<file path="config.mk">
export PLATFORM = sky130hd
export DESIGN_NAME = servo_lock_power_sampler_unit
export DESIGN_NICKNAME = d
export VERILOG_FILES = /design/src/slps_pkg.sv /design/src/servo_lock_power_sampler_unit.sv /design/src/slps_ram.sv /design/src/slps_dp.sv /design/src/slps_ctrl.sv
export SDC_FILE = /design/constraint.sdc
export NUM_CORES = 1
export LEC_CHECK = 0
export BUFFER_PORTS_ARGS = -buffer_cell sky130_fd_sc_hd__clkbuf_2
export CORE_MARGIN = 5
export CORE_UTILIZATION = 45
export DETAILED_ROUTE_END_ITERATION = 10
export PLACE_DENSITY_LB_ADDON = 0.08
export SETUP_SLACK_MARGIN = 0.3
export SKIP_CTS_REPAIR_TIMING = 1
export SLEW_MARGIN = 5
export SYNTH_ARGS = -nofsm -noshare
export SYNTH_HDL_FRONTEND = slang
export SYNTH_HIERARCHICAL = 1
export SYNTH_SLANG_ARGS = --single-unit
export TNS_END_PERCENT = 5
</file>
<file path="constraint.sdc">
create_clock -name clk -period 6.65 [get_ports clk]
set_input_delay 1.33 -clock clk [delete_from_list [all_inputs] [get_ports clk]]
set_output_delay 1.33 -clock clk [all_outputs]
set_load 0.02 [all_outputs]
</file>
<file path="src/slps_pkg.sv">
`timescale 1ns / 1ps
package slps_pkg;

  localparam int BATCH_SIZE = 8;
  localparam int TIME_WIDTH = 16;

  localparam int WORD_W = 16;
  localparam int CMP_W  = (TIME_WIDTH > WORD_W) ? TIME_WIDTH : WORD_W;
  localparam int IDX_W  = (BATCH_SIZE > 1) ? $clog2(BATCH_SIZE) : 1;
  localparam int MEM_DEPTH = 2 * BATCH_SIZE;
  localparam int ADDR_W = $clog2(MEM_DEPTH);
  localparam logic [IDX_W-1:0]  BATCH_LAST = IDX_W'(BATCH_SIZE - 1);
  localparam logic [ADDR_W-1:0] BANK_OFFSET = ADDR_W'(BATCH_SIZE);

  localparam logic [WORD_W-1:0] POWER_LIMIT_RESET = 16'd200;
  localparam logic [WORD_W-1:0] SAMPLE_INTERVAL_RESET = 16'd20;
  localparam logic [WORD_W-1:0] PWM_MIN_RESET = 16'd1563;
  localparam logic [WORD_W-1:0] PWM_MAX_RESET = 16'd3125;
  localparam logic [WORD_W-1:0] DUTY_RESET = 16'd2344;

  localparam logic [7:0] CMD_LEN_ONE = 8'd1;
  localparam logic [7:0] CMD_UNLOCK  = 8'd0;
  localparam logic [7:0] CMD_LOCK    = 8'd1;

  typedef enum logic [1:0] {
    CFG_POWER_LIMIT     = 2'd0,
    CFG_SAMPLE_INTERVAL = 2'd1,
    CFG_PWM_MIN         = 2'd2,
    CFG_PWM_MAX         = 2'd3
  } cfg_index_t;

  typedef enum logic [1:0] {
    KIND_TICK   = 2'd0,
    KIND_CMD    = 2'd1,
    KIND_REPORT = 2'd2
  } kind_t;

  typedef enum logic [1:0] {
    STREAM_POWER    = 2'd0,
    STREAM_POSITION = 2'd1,
    STREAM_SENSE    = 2'd2
  } stream_t;

  typedef enum logic [1:0] {
    RES_STATUS = 2'd0,
    RES_POWER  = 2'd1,
    RES_SAMPLE = 2'd2
  } res_kind_t;

  typedef enum logic [2:0] {
    ST_IDLE,
    ST_DECODE,
    ST_EMIT,
    ST_BATCH,
    ST_DRAIN
  } state_t;

  typedef struct packed {
    logic      load;
    logic      tick;
    logic      apply_cmd;
    logic      mark_seen;
    logic      rd_issue;
    logic      emit;
    res_kind_t emit_kind;
  } dp_cmd_t;

  typedef struct packed {
    logic [1:0] kind;
    logic [1:0] stream;
    logic       cmd_ok;
    logic       new_batch;
    logic       batch_last;
  } dp_stat_t;

endpackage

</file>
<file path="src/servo_lock_power_sampler_unit.sv">
`timescale 1ns / 1ps
// Channel   Handshake              Ports
// request   start && !busy         in_kind .. in_report_stream
// result    out_valid (1 cycle)    out_result_kind .. out_last
// config    cfg_we                 cfg_index, cfg_wdata
//
// Tick and command requests pass through ST_DECODE and ST_EMIT before the registered
// result strobe; power, status-only and ignored requests emit from ST_DECODE directly.
// A new batch report streams BATCH_SIZE words on consecutive cycles, each read from
// the one-read-per-cycle sample RAM (registered read) and then the output register;
// the request holds busy through ST_DECODE, ST_BATCH and ST_DRAIN.
// Reset is synchronous on rst_n low; no clearing pass is needed.
// The receiver cannot stall: each result is valid for exactly one cycle.
module servo_lock_power_sampler_unit import slps_pkg::*; (
  input  logic              clk,
  input  logic              rst_n,
  input  logic              start,
  output logic              busy,
  input  logic [1:0]        in_kind,
  input  logic [7:0]        in_cmd_value,
  input  logic [7:0]        in_payload_length,
  input  logic              in_sample_ok,
  input  logic [WORD_W-1:0] in_sample_position,
  input  logic [WORD_W-1:0] in_sample_sense,
  input  logic [1:0]        in_report_stream,
  input  logic              cfg_we,
  input  logic [1:0]        cfg_index,
  input  logic [WORD_W-1:0] cfg_wdata,
  output logic              out_valid,
  output logic [1:0]        out_result_kind,
  output logic [WORD_W-1:0] out_duty_counts,
  output logic              out_power_on,
  output logic [WORD_W-1:0] out_report_word,
  output logic [WORD_W-1:0] out_batch_generation,
  output logic              out_last
);

  dp_cmd_t  cmd;
  dp_stat_t stat;

  slps_ctrl u_ctrl (
    .clk   (clk),
    .rst_n (rst_n),
    .start (start),
    .busy  (busy),
    .stat  (stat),
    .cmd   (cmd)
  );

  slps_dp u_dp (
    .clk                  (clk),
    .rst_n                (rst_n),
    .cmd                  (cmd),
    .stat                 (stat),
    .cfg_we               (cfg_we),
    .cfg_index            (cfg_index),
    .cfg_wdata            (cfg_wdata),
    .in_kind              (in_kind),
    .in_cmd_value         (in_cmd_value),
    .in_payload_length    (in_payload_length),
    .in_sample_ok         (in_sample_ok),
    .in_sample_position   (in_sample_position),
    .in_sample_sense      (in_sample_sense),
    .in_report_stream     (in_report_stream),
    .out_valid            (out_valid),
    .out_result_kind      (out_result_kind),
    .out_duty_counts      (out_duty_counts),
    .out_power_on         (out_power_on),
    .out_report_word      (out_report_word),
    .out_batch_generation (out_batch_generation),
    .out_last             (out_last)
  );

`ifndef SYNTHESIS
  a_batch_contiguous: assert property (@(posedge clk) disable iff (!rst_n)
    out_valid && !out_last |=> out_valid)
    else $error("batch words not contiguous");

  a_sample_needs_gen: assert property (@(posedge clk) disable iff (!rst_n)
    out_valid && out_result_kind == RES_SAMPLE |-> out_batch_generation != '0)
    else $error("sample word without published batch");

  a_single_last: assert property (@(posedge clk) disable iff (!rst_n)
    out_valid && out_result_kind != RES_SAMPLE |-> out_last)
    else $error("single result not marked last");

  a_accept_busy: assert property (@(posedge clk) disable iff (!rst_n)
    start && !busy |=> busy)
    else $error("accepted request did not raise busy");
`endif

endmodule

</file>
<file path="src/slps_ram.sv">
`timescale 1ns / 1ps
module slps_ram #(
  parameter int WIDTH = 16,
  parameter int DEPTH = 16
) (
  input  logic                     clk,
  input  logic                     we,
  input  logic [$clog2(DEPTH)-1:0] waddr,
  input  logic [WIDTH-1:0]         wdata,
  input  logic [$clog2(DEPTH)-1:0] raddr,
  output logic [WIDTH-1:0]         rdata
);

  logic [WIDTH-1:0] mem [DEPTH];
  logic [WIDTH-1:0] rdata_r;

  always_ff @(posedge clk) begin
    if (we) begin
      mem[waddr] <= wdata;
    end
    rdata_r <= mem[raddr];
  end

  assign rdata = rdata_r;

endmodule

</file>
<file path="src/slps_dp.sv">
`timescale 1ns / 1ps
module slps_dp import slps_pkg::*; (
  input  logic              clk,
  input  logic              rst_n,
  input  dp_cmd_t           cmd,
  output dp_stat_t          stat,
  input  logic              cfg_we,
  input  logic [1:0]        cfg_index,
  input  logic [WORD_W-1:0] cfg_wdata,
  input  logic [1:0]        in_kind,
  input  logic [7:0]        in_cmd_value,
  input  logic [7:0]        in_payload_length,
  input  logic              in_sample_ok,
  input  logic [WORD_W-1:0] in_sample_position,
  input  logic [WORD_W-1:0] in_sample_sense,
  input  logic [1:0]        in_report_stream,
  output logic              out_valid,
  output logic [1:0]        out_result_kind,
  output logic [WORD_W-1:0] out_duty_counts,
  output logic              out_power_on,
  output logic [WORD_W-1:0] out_report_word,
  output logic [WORD_W-1:0] out_batch_generation,
  output logic              out_last
);

  logic [WORD_W-1:0] limit_r, interval_r, min_r, max_r;

  logic [1:0]        kind_r, stream_r;
  logic [7:0]        cmd_value_r, len_r;
  logic              ok_r;
  logic [WORD_W-1:0] pos_r, sense_r;

  logic [TIME_WIDTH-1:0] time_r, time_nxt;
  logic [TIME_WIDTH-1:0] power_start_r, power_start_nxt;
  logic [TIME_WIDTH-1:0] sample_last_r, sample_last_nxt;
  logic                  powered_r, powered_nxt;
  logic [WORD_W-1:0]     duty_r, duty_nxt;
  logic [IDX_W-1:0]      fill_r, fill_nxt;
  logic                  bank_r, bank_nxt;
  logic [WORD_W-1:0]     gen_r, gen_nxt, gen_inc;
  logic [WORD_W-1:0]     pos_seen_r, pos_seen_nxt;
  logic [WORD_W-1:0]     sense_seen_r, sense_seen_nxt;
  logic [IDX_W-1:0]      idx_r, idx_nxt;
  logic                  rd_valid_r, rd_last_r;

  logic [TIME_WIDTH-1:0] time_inc, pwr_elapsed, smp_elapsed;
  logic                  pwr_expired, sample_due, store_en;
  logic [ADDR_W-1:0]     waddr, raddr;
  logic [WORD_W-1:0]     pos_rdata, sense_rdata, seen_sel;

  logic              out_valid_r;
  logic [1:0]        out_kind_r;
  logic [WORD_W-1:0] out_duty_r, out_word_r, out_gen_r;
  logic              out_power_r, out_last_r;

  always_ff @(posedge clk) begin
    if (!rst_n) begin
      limit_r    <= POWER_LIMIT_RESET;
      interval_r <= SAMPLE_INTERVAL_RESET;
      min_r      <= PWM_MIN_RESET;
      max_r      <= PWM_MAX_RESET;
    end else if (cfg_we) begin
      case (cfg_index)
        CFG_POWER_LIMIT:     limit_r    <= cfg_wdata;
        CFG_SAMPLE_INTERVAL: interval_r <= cfg_wdata;
        CFG_PWM_MIN:         min_r      <= cfg_wdata;
        CFG_PWM_MAX:         max_r      <= cfg_wdata;
        default: ;
      endcase
    end
  end

  always_ff @(posedge clk) begin
    if (cmd.load) begin
      kind_r      <= in_kind;
      cmd_value_r <= in_cmd_value;
      len_r       <= in_payload_length;
      ok_r        <= in_sample_ok;
      pos_r       <= in_sample_position;
      sense_r     <= in_sample_sense;
      stream_r    <= in_report_stream;
    end
  end

  assign time_inc    = time_r + TIME_WIDTH'(1);
  assign pwr_elapsed = time_inc - power_start_r;
  assign smp_elapsed = time_inc - sample_last_r;
  assign pwr_expired = CMP_W'(pwr_elapsed) >= CMP_W'(limit_r);
  assign sample_due  = CMP_W'(smp_elapsed) >= CMP_W'(interval_r);
  assign store_en    = cmd.tick && sample_due && ok_r;
  assign gen_inc     = gen_r + WORD_W'(1);

  assign waddr = bank_r ? ADDR_W'(fill_r) : BANK_OFFSET + ADDR_W'(fill_r);
  assign raddr = bank_r ? BANK_OFFSET + ADDR_W'(idx_r) : ADDR_W'(idx_r);

  assign seen_sel = (stream_r == STREAM_POSITION) ? pos_seen_r : sense_seen_r;

  always_comb begin
    time_nxt        = time_r;
    powered_nxt     = powered_r;
    power_start_nxt = power_start_r;
    sample_last_nxt = sample_last_r;
    duty_nxt        = duty_r;
    fill_nxt        = fill_r;
    bank_nxt        = bank_r;
    gen_nxt         = gen_r;
    pos_seen_nxt    = pos_seen_r;
    sense_seen_nxt  = sense_seen_r;
    idx_nxt         = idx_r;
    if (cmd.tick) begin
      time_nxt = time_inc;
      if (powered_r && pwr_expired) begin
        powered_nxt = 1'b0;
      end
      if (sample_due) begin
        sample_last_nxt = time_inc;
      end
      if (store_en) begin
        if (fill_r == BATCH_LAST) begin
          fill_nxt = '0;
          bank_nxt = !bank_r;
          gen_nxt  = (gen_inc == '0) ? WORD_W'(1) : gen_inc;
        end else begin
          fill_nxt = fill_r + IDX_W'(1);
        end
      end
    end
    if (cmd.apply_cmd) begin
      if (cmd_value_r == CMD_LOCK) begin
        duty_nxt = min_r;
      end else begin
        duty_nxt = (max_r < min_r) ? min_r : max_r;
      end
      if (!powered_r) begin
        power_start_nxt = time_r;
        powered_nxt     = 1'b1;
      end
    end
    if (cmd.mark_seen) begin
      if (stream_r == STREAM_POSITION) begin
        pos_seen_nxt = gen_r;
      end else begin
        sense_seen_nxt = gen_r;
      end
    end
    if (cmd.load) begin
      idx_nxt = '0;
    end else if (cmd.rd_issue && idx_r != BATCH_LAST) begin
      idx_nxt = idx_r + IDX_W'(1);
    end
  end

  always_ff @(posedge clk) begin
    if (!rst_n) begin
      time_r        <= '0;
      powered_r     <= 1'b0;
      power_start_r <= '0;
      sample_last_r <= '0;
      duty_r        <= DUTY_RESET;
      fill_r        <= '0;
      bank_r        <= 1'b0;
      gen_r         <= '0;
      pos_seen_r    <= '0;
      sense_seen_r  <= '0;
      idx_r         <= '0;
      rd_valid_r    <= 1'b0;
      rd_last_r     <= 1'b0;
      out_valid_r   <= 1'b0;
    end else begin
      time_r        <= time_nxt;
      powered_r     <= powered_nxt;
      power_start_r <= power_start_nxt;
      sample_last_r <= sample_last_nxt;
      duty_r        <= duty_nxt;
      fill_r        <= fill_nxt;
      bank_r        <= bank_nxt;
      gen_r         <= gen_nxt;
      pos_seen_r    <= pos_seen_nxt;
      sense_seen_r  <= sense_seen_nxt;
      idx_r         <= idx_nxt;
      rd_valid_r    <= cmd.rd_issue;
      rd_last_r     <= cmd.rd_issue && (idx_r == BATCH_LAST);
      out_valid_r   <= rd_valid_r || cmd.emit;
    end
  end

  slps_ram #(.WIDTH(WORD_W), .DEPTH(MEM_DEPTH)) u_pos_ram (
    .clk   (clk),
    .we    (store_en),
    .waddr (waddr),
    .wdata (pos_r),
    .raddr (raddr),
    .rdata (pos_rdata)
  );

  slps_ram #(.WIDTH(WORD_W), .DEPTH(MEM_DEPTH)) u_sense_ram (
    .clk   (clk),
    .we    (store_en),
    .waddr (waddr),
    .wdata (sense_r),
    .raddr (raddr),
    .rdata (sense_rdata)
  );

  always_ff @(posedge clk) begin
    out_duty_r  <= duty_r;
    out_power_r <= powered_r;
    out_gen_r   <= gen_r;
    if (rd_valid_r) begin
      out_kind_r <= RES_SAMPLE;
      out_word_r <= (stream_r == STREAM_POSITION) ? pos_rdata : sense_rdata;
      out_last_r <= rd_last_r;
    end else begin
      out_kind_r <= cmd.emit_kind;
      out_word_r <= (cmd.emit_kind == RES_POWER) ? {{(WORD_W-1){1'b0}}, powered_r} : '0;
      out_last_r <= 1'b1;
    end
  end

  assign stat.kind       = kind_r;
  assign stat.stream     = stream_r;
  assign stat.cmd_ok     = (len_r == CMD_LEN_ONE) &&
                           (cmd_value_r == CMD_UNLOCK || cmd_value_r == CMD_LOCK);
  assign stat.new_batch  = (gen_r != '0) && (gen_r != seen_sel);
  assign stat.batch_last = (idx_r == BATCH_LAST);

  assign out_valid            = out_valid_r;
  assign out_result_kind      = out_kind_r;
  assign out_duty_counts      = out_duty_r;
  assign out_power_on         = out_power_r;
  assign out_report_word      = out_word_r;
  assign out_batch_generation = out_gen_r;
  assign out_last             = out_last_r;

endmodule

</file>
<file path="src/slps_ctrl.sv">
`timescale 1ns / 1ps
module slps_ctrl import slps_pkg::*; (
  input  logic     clk,
  input  logic     rst_n,
  input  logic     start,
  output logic     busy,
  input  dp_stat_t stat,
  output dp_cmd_t  cmd
);

  state_t state_r, state_nxt;

  always_ff @(posedge clk) begin
    if (!rst_n) begin
      state_r <= ST_IDLE;
    end else begin
      state_r <= state_nxt;
    end
  end

  always_comb begin
    state_nxt     = state_r;
    cmd           = '0;
    cmd.emit_kind = RES_STATUS;
    case (state_r)
      ST_IDLE: begin
        if (start) begin
          cmd.load  = 1'b1;
          state_nxt = ST_DECODE;
        end
      end
      ST_DECODE: begin
        case (stat.kind)
          KIND_TICK: begin
            cmd.tick  = 1'b1;
            state_nxt = ST_EMIT;
          end
          KIND_CMD: begin
            cmd.apply_cmd = stat.cmd_ok;
            state_nxt     = ST_EMIT;
          end
          KIND_REPORT: begin
            if (stat.stream == STREAM_POWER) begin
              cmd.emit      = 1'b1;
              cmd.emit_kind = RES_POWER;
              state_nxt     = ST_IDLE;
            end else if ((stat.stream inside {STREAM_POSITION, STREAM_SENSE}) &&
                         stat.new_batch) begin
              cmd.mark_seen = 1'b1;
              state_nxt     = ST_BATCH;
            end else begin
              cmd.emit  = 1'b1;
              state_nxt = ST_IDLE;
            end
          end
          default: begin
            cmd.emit  = 1'b1;
            state_nxt = ST_IDLE;
          end
        endcase
      end
      ST_EMIT: begin
        cmd.emit  = 1'b1;
        state_nxt = ST_IDLE;
      end
      ST_BATCH: begin
        cmd.rd_issue = 1'b1;
        if (stat.batch_last) begin
          state_nxt = ST_DRAIN;
        end
      end
      ST_DRAIN: begin
        state_nxt = ST_IDLE;
      end
      default: begin
        state_nxt = ST_IDLE;
      end
    endcase
  end

  assign busy = (state_r != ST_IDLE);

endmodule
</file>
* Word level (Yosys, flattened, before mapping)
Memory sizes are Yosys's and may differ from the RTL's. A register that Yosys moved wholly into a read port is not among the register bits. Index checks and enable logic that the tools add are counted. W data, S select, Z words.
Cells by class: add/subtract/negate cells 8, order comparisons 3, eq/ne operators 19, multiplexer cells 38, bitwise operators 3, reductions and logical operators 33
Operators by type and width (count):
- $mux W16 | 6
- $add A16 B1 Y16 const B | 2
- $ge A16 B16 Y1 | 2
- $sub A16 B16 Y16 | 2
- $mux W1 | 20
- $reduce_and A2 Y1 | 10
- $eq A8 B1 Y1 const B | 2
- $logic_not A16 Y1 | 1
- $lt A16 B16 Y1 | 1
- $ne A16 B16 Y1 | 1
- $reduce_bool A16 Y1 | 1
- $mux W3 | 4
- $pmux W3 S3 | 1
- $add A4 B3 Y4 const A | 2
- $eq A2 B2 Y1 const B | 4
- $logic_and A1 B1 Y1 | 8
- $logic_not A8 Y1 | 1
- $mux W4 | 2
- $add A3 B1 Y3 const B | 2
- $eq A2 B1 Y1 const B | 3
- $eq A3 B2 Y1 const B | 2
- $eq A3 B3 Y1 const B | 2
- $logic_not A2 Y1 | 3
- $pmux W3 S2 | 1
- other kinds (14) | 21
Word-level totals: bits in registers 295, bits in writable memories 512, output and inout bits 54, logic and storage cells 138, memories 2
Memories:
- u_dp.u_pos_ram.mem | depth 16, width 16, read ports 1, clocked after memory_dff 1, wr ports 1, line slps_ram.sv:14 | logic [WIDTH-1:0] mem [DEPTH];
- u_dp.u_sense_ram.mem | depth 16, width 16, read ports 1, clocked after memory_dff 1, wr ports 1, line slps_ram.sv:14

* Longest topological paths before layout
depth after elaboration 13, gate-level depth with buffers 24, gate-level depth less buffers 20

* By module
The synthesis kept the hierarchy.
Modules (own cells, without submodules):
- slps_ram | instances 2, cells an instance 432, area an instance 10042.1 sq um
- slps_dp | instances 1, cells an instance 1536, area an instance 13636.8 sq um
- slps_ctrl | instances 1, cells an instance 37, area an instance 280.3 sq um

* Worst setup path before layout
No wires, ideal clock.
kind flip-flop to flip-flop, start register u_dp.time_r[0], end memory u_dp.u_pos_ram.mem[0][0], enable pin, setup time 0.409 ns, arrival 5.711 ns, required time 6.241 ns, path slack 0.530 ns, stages on the path, launching flop included 23, path through dfxtp_1 -> clkbuf_2 -> nand4_1 -> nor3_1 -> nand3_1 -> xnor2_1 -> ha_1 -> inv_1 -> o21ai_0 -> a21oi_1 -> nand2_1 -> o21ai_0 -> xnor2_1 -> ha_1 -> nand2_1 -> or2_0 -> o31a_1 -> buf_6 -> buf_6 -> clkbuf_1 -> nor2_1 -> or3b_2 -> nor3_1
Between the ends: longest elaborated chain between the ends 7
RTL lines:
- start: declaration | line slps_dp.sv:33 | logic [TIME_WIDTH-1:0] time_r, time_nxt;
- start signal: assignment | line slps_dp.sv:170 | time_r <= time_nxt;
- $add A16 B1 Y16 | line slps_dp.sv:85 | assign time_inc = time_r + TIME_WIDTH'(1);
- named net u_dp.time_inc[13] | line slps_dp.sv:46 | logic [TIME_WIDTH-1:0] time_inc, pwr_elapsed, smp_elapsed;
- $sub A16 B16 Y16 | line slps_dp.sv:87 | assign smp_elapsed = time_inc - sample_last_r;
- $ge A16 B16 Y1 | line slps_dp.sv:89 | assign sample_due = CMP_W'(smp_elapsed) >= CMP_W'(interval_r);
- $logic_and A1 B1 Y1 (2 in a row) | line slps_dp.sv:90 | assign store_en = cmd.tick && sample_due && ok_r;
- named net u_dp.store_en | line slps_dp.sv:47 | logic pwr_expired, sample_due, store_en;
- $mux W1 | line slps_ram.sv:18 | if (we) begin
- $mux W1 (implied by the code) | line slps_ram.sv:19 | mem[waddr] <= wdata;
- end: declaration | line slps_ram.sv:14
The timed path passes the listed nets, and every way through them passes these cells.

* Worst setup path in the final report
start register u_dp.time_r[0], end memory u_dp.u_sense_ram.mem[0][2], enable pin
Between the ends: longest elaborated chain between the ends 7
RTL lines (line):
- $add A16 B1 Y16 | slps_dp.sv:85
- named net u_dp.time_inc[13] | slps_dp.sv:46
- $sub A16 B16 Y16 | slps_dp.sv:87
- $ge A16 B16 Y1 | slps_dp.sv:89
- $logic_and A1 B1 Y1 (2 in a row) | slps_dp.sv:90
- named net u_dp.store_en | slps_dp.sv:47
- $mux W1 | slps_ram.sv:18
- $mux W1 (implied by the code) | slps_ram.sv:19
- end: declaration | slps_ram.sv:14
The timed path passes the listed nets, and every way through them passes these cells.

==> flow_summary.json <==
{
  "worstPathCellList": "nand4_1 -> nor3_1 -> nand3_1 -> xnor2_1 -> ha_1 -> inv_1 -> o21ai_0 -> a21oi_1 -> nand2_1 -> o21ai_0 -> xnor2_1 -> ha_1 -> nand2_1 -> or2_0 -> o31a_2 -> nor2_1 -> buf_4 -> or3b_2 -> nor3_2 -> buf_4",
  "synth_cell_types": 74,
  "pre_cts_slack_ns": 0.9318,
  "areaGrowthSynthToFinish_pct": 13.58,
  "synth_ff_type": "edfxtp_1",
  "fmax_mhz": 173.0,
  "drt_first_pass_iters": 5,
  "finalCriticalPeriod_ns": 5.781,
  "wl_per_cell_um": 22.60,
  "setup_tns_ns": 0,
  "ys_ff_latch": 839,
  "setup_viol": 0,
  "min_to": "u_dp/out_duty_counts[14]",
  "grt_pass1_vias": 20180,
  "critPathKind": "flop to flop",
  "worstPathArrival_ns": 6.10,
  "startpoint": "u_dp/time_r[0]",
  "synth-edff-count": 565,
  "finalPower_mw": 12.65,
  "dr_total_vias": 19936,
  "worstRegToRegCells": 20,
  "clk_latency_ns": 0.65,
  "num_rows": 100,
  "vias_per_cell": 5.521,
  "max-vdd-ir-drop_v": 0.0002382,
  "overflow": 0,
  "final_max_slew_viol_count": 0,
  "antenna_found_initial": 0,
  "die-area_um2": 81160,
  "clk_pin_slew_ns": 0.06,
  "drv_cap": 0,
  "yosys.area.top_type": "edfxtp_1",
  "fin_ws_ns": 0.8694,
  "hold_viol": 0,
  "ioPinCount": 129,
  "port_buffers": 128,
  "status": "finished, final reports clean",
  "core_um2": 74700,
  "cts_buffers": 88,
  "rsz0062_at_grt": "no",
  "finalCritPeriodShare_pct": 86.93,
  "r2r_slack_ns": 0.87,
  "synth_top_cell_area_share_pct": 49.90,
  "synth.avg_cell_area_um2": 13.95,
  "min_path_type": "flop to flop",
  "worstReg2RegStart": "u_dp/time_r[0]",
  "drtAntennaViolNets": 0,
  "slowest_stage": "nor3_1",
  "ys_seq_area_share_pct": 66.03,
  "initial_core_util_pct": 45.52,
  "gp_congestion": 0.8213,
  "nets": 2737,
  "drt_iter0_markers": 1593,
  "cts_tree": "built",
  "slew_headroom_pct": 17.12,
  "clock-sinks": 839,
  "syn-num-nets": 2600,
  "die_w_um": 284.9,
  "leakagePower_nw": 13.31,
  "die_h_um": 284.9,
  "holdPathStages": 0,
  "synthTopCellsByArea": "edfxtp_1 50%, dfxtp_1 16%, mux4_2 7.2%",
  "tightest_slew_ns": 1.239,
  "netlist_instances": 2437,
  "powerDensity_nw_per_um2": 327.5,
  "synthArstFlopShare_pct": 0,
  "netlist_area_um2": 34000,
  "finalClockSkew_ns": 0.03189,
  "r2r-end": "u_dp/u_sense_ram/mem[0][2]",
  "clockBufferDepth": 3,
  "hold_start": "u_dp/duty_r[14]",
  "grt_max_degree": 113,
  "grtUsageTotal_pct": 19.74,
  "grt_pass1_wl_um": 122500,
  "path_max_fanout": 16,
  "top_regs": "u_dp/u_pos_ram/mem x256, u_dp/u_sense_ram/mem x256",
  "cts_root_buf": "clkbuf_16",
  "routed_wl_um": 81590,
  "drive_gt1_share_pct": 18.14,
  "drc": 0,
  "cp_data_required_time_ns": 6.97,
  "cts_max_level": 3,
  "crit_path_max_incr_delay_ns": 0.59,
  "ys_warn_count": 6,
  "endpoint_kind": "flop",
  "cp-start-kind": "flop",
  "dp_hpwl_um": 52100
}
stage by stage:
stage	util [%]	instance area, um2	hold WS (ns)	std cells
floorplan	-	34000	0.3258	2437
global placement	47.89	35770	0.3334	3453
detailed placement	47.89	35770	0.3365	3453
CTS	51.69	38610	0.3501	3609
global route	51.70	38610	0.3499	3609
finish	51.70	38620	0.3488	3611
cells by family after synthesis:
family | Yosys count | synth area share, %
AOI/OAI and AO/OA | 388 | 7.187
DFF | 839 | 66.03
and+or+nand+nor | 653 | 8.902
buffers and inverters | 232 | 2.981
other | 1 | 0.01103
xor gates and xnor gates | 74 | 1.906
muxes | 162 | 9.700
adders and majority gates | 88 | 3.282
layout make-up:
cell class                 instances  area [um2]
antenna                            2       5.005
fill                            6330       36080
sequential                       839       22460
clock inverter                    45       404.1
timing repair buffer             181        1064
multi-input combinational       1366       10670
inverter                          98       370.4
clock buffer                     111        2436
tap                              969        1212
cells in the mapped netlist, types with 10 or more instances:
library cell and instances:
a211oi_1 23, a21boi_0 20, a21oi_1 158, a22oi_1 65, and2_1 15, and3_1 10, buf_1 13, buf_2 19
buf_6 11, clkbuf_1 80, dfxtp_1 274, edfxtp_1 565, ha_1 86, inv_1 98, mux2i_1 34, mux4_1 20
mux4_2 108, nand2_1 339, nand2b_1 22, nand3_1 37, nand4_1 25, nor2_1 99, nor2b_1 14, nor3_1 23
o211ai_1 16, o21ai_0 49, xnor2_1 34, xor2_1 40
cells in the final DEF (no fill, tap or decap), types with 9 or more instances in the layout:
cell type	n
or4_1	9
nand2_1	339
a211oi_1	23
clkbuf_2	129
a21oi_1	157
o21ai_0	49
nor2b_1	12
nor3_1	14
clkinv_2	22
ha_1	86
nand2b_1	22
a22oi_1	65
mux4_2	108
nor2_1	74
nand4_1	25
o211ai_1	16
edfxtp_1	565
mux4_1	20
mux2i_1	34
xor2_1	40
nand3b_1	9
buf_4	51
inv_1	97
nor3_2	9
clkbuf_16	93
nand3_1	37
nor2_2	24
dfxtp_1	272
and2_1	15
clkbuf_1	13
xnor2_1	34
a21boi_0	20
and3_1	10
layer usage:
metal  part of all wire, %  GRT usage (%)
met1                    43          26.35
met2                    49          33.49
met3                   4.7          3.203
met4                   2.9          6.070
met5                     0              0
power breakdown:
part	internal (mW)	leakage [nW]	total, mW	switching (mW)
clock	2.73	1.40	4.78	2.05
sequential	5.74	7.34	5.86	0.126
combinational	0.824	4.57	2.00	1.18
total	9.29	13.3	12.6	3.35
critical path, delay by kind of cell, from the launching register on:
kind	cells	cell delay, ns
simple gates	9	2.26
fa+ha+maj	2	0.66
compound gates	4	0.91
xor+xnor	2	0.41
buf+inv	3	0.66
flops	1	0.54
worst max-delay path by stage:
stage / to / slack, ns / depth (start not counted)
floorplan: u_dp/u_pos_ram/mem[0][0] / 0.53 / 22
finish: u_dp/u_sense_ram/mem[0][2] / 0.87 / 20
CTS: u_dp/u_pos_ram/mem[3][2] / 0.91 / 20
global route: u_dp/u_pos_ram/mem[0][11] / 0.34 / 20
global placement: u_dp/u_pos_ram/mem[0][3] / 1.10 / 20
detailed placement: u_dp/u_pos_ram/mem[3][3] / 0.93 / 20
No activity file was read; power rests on OpenSTA's default activity.
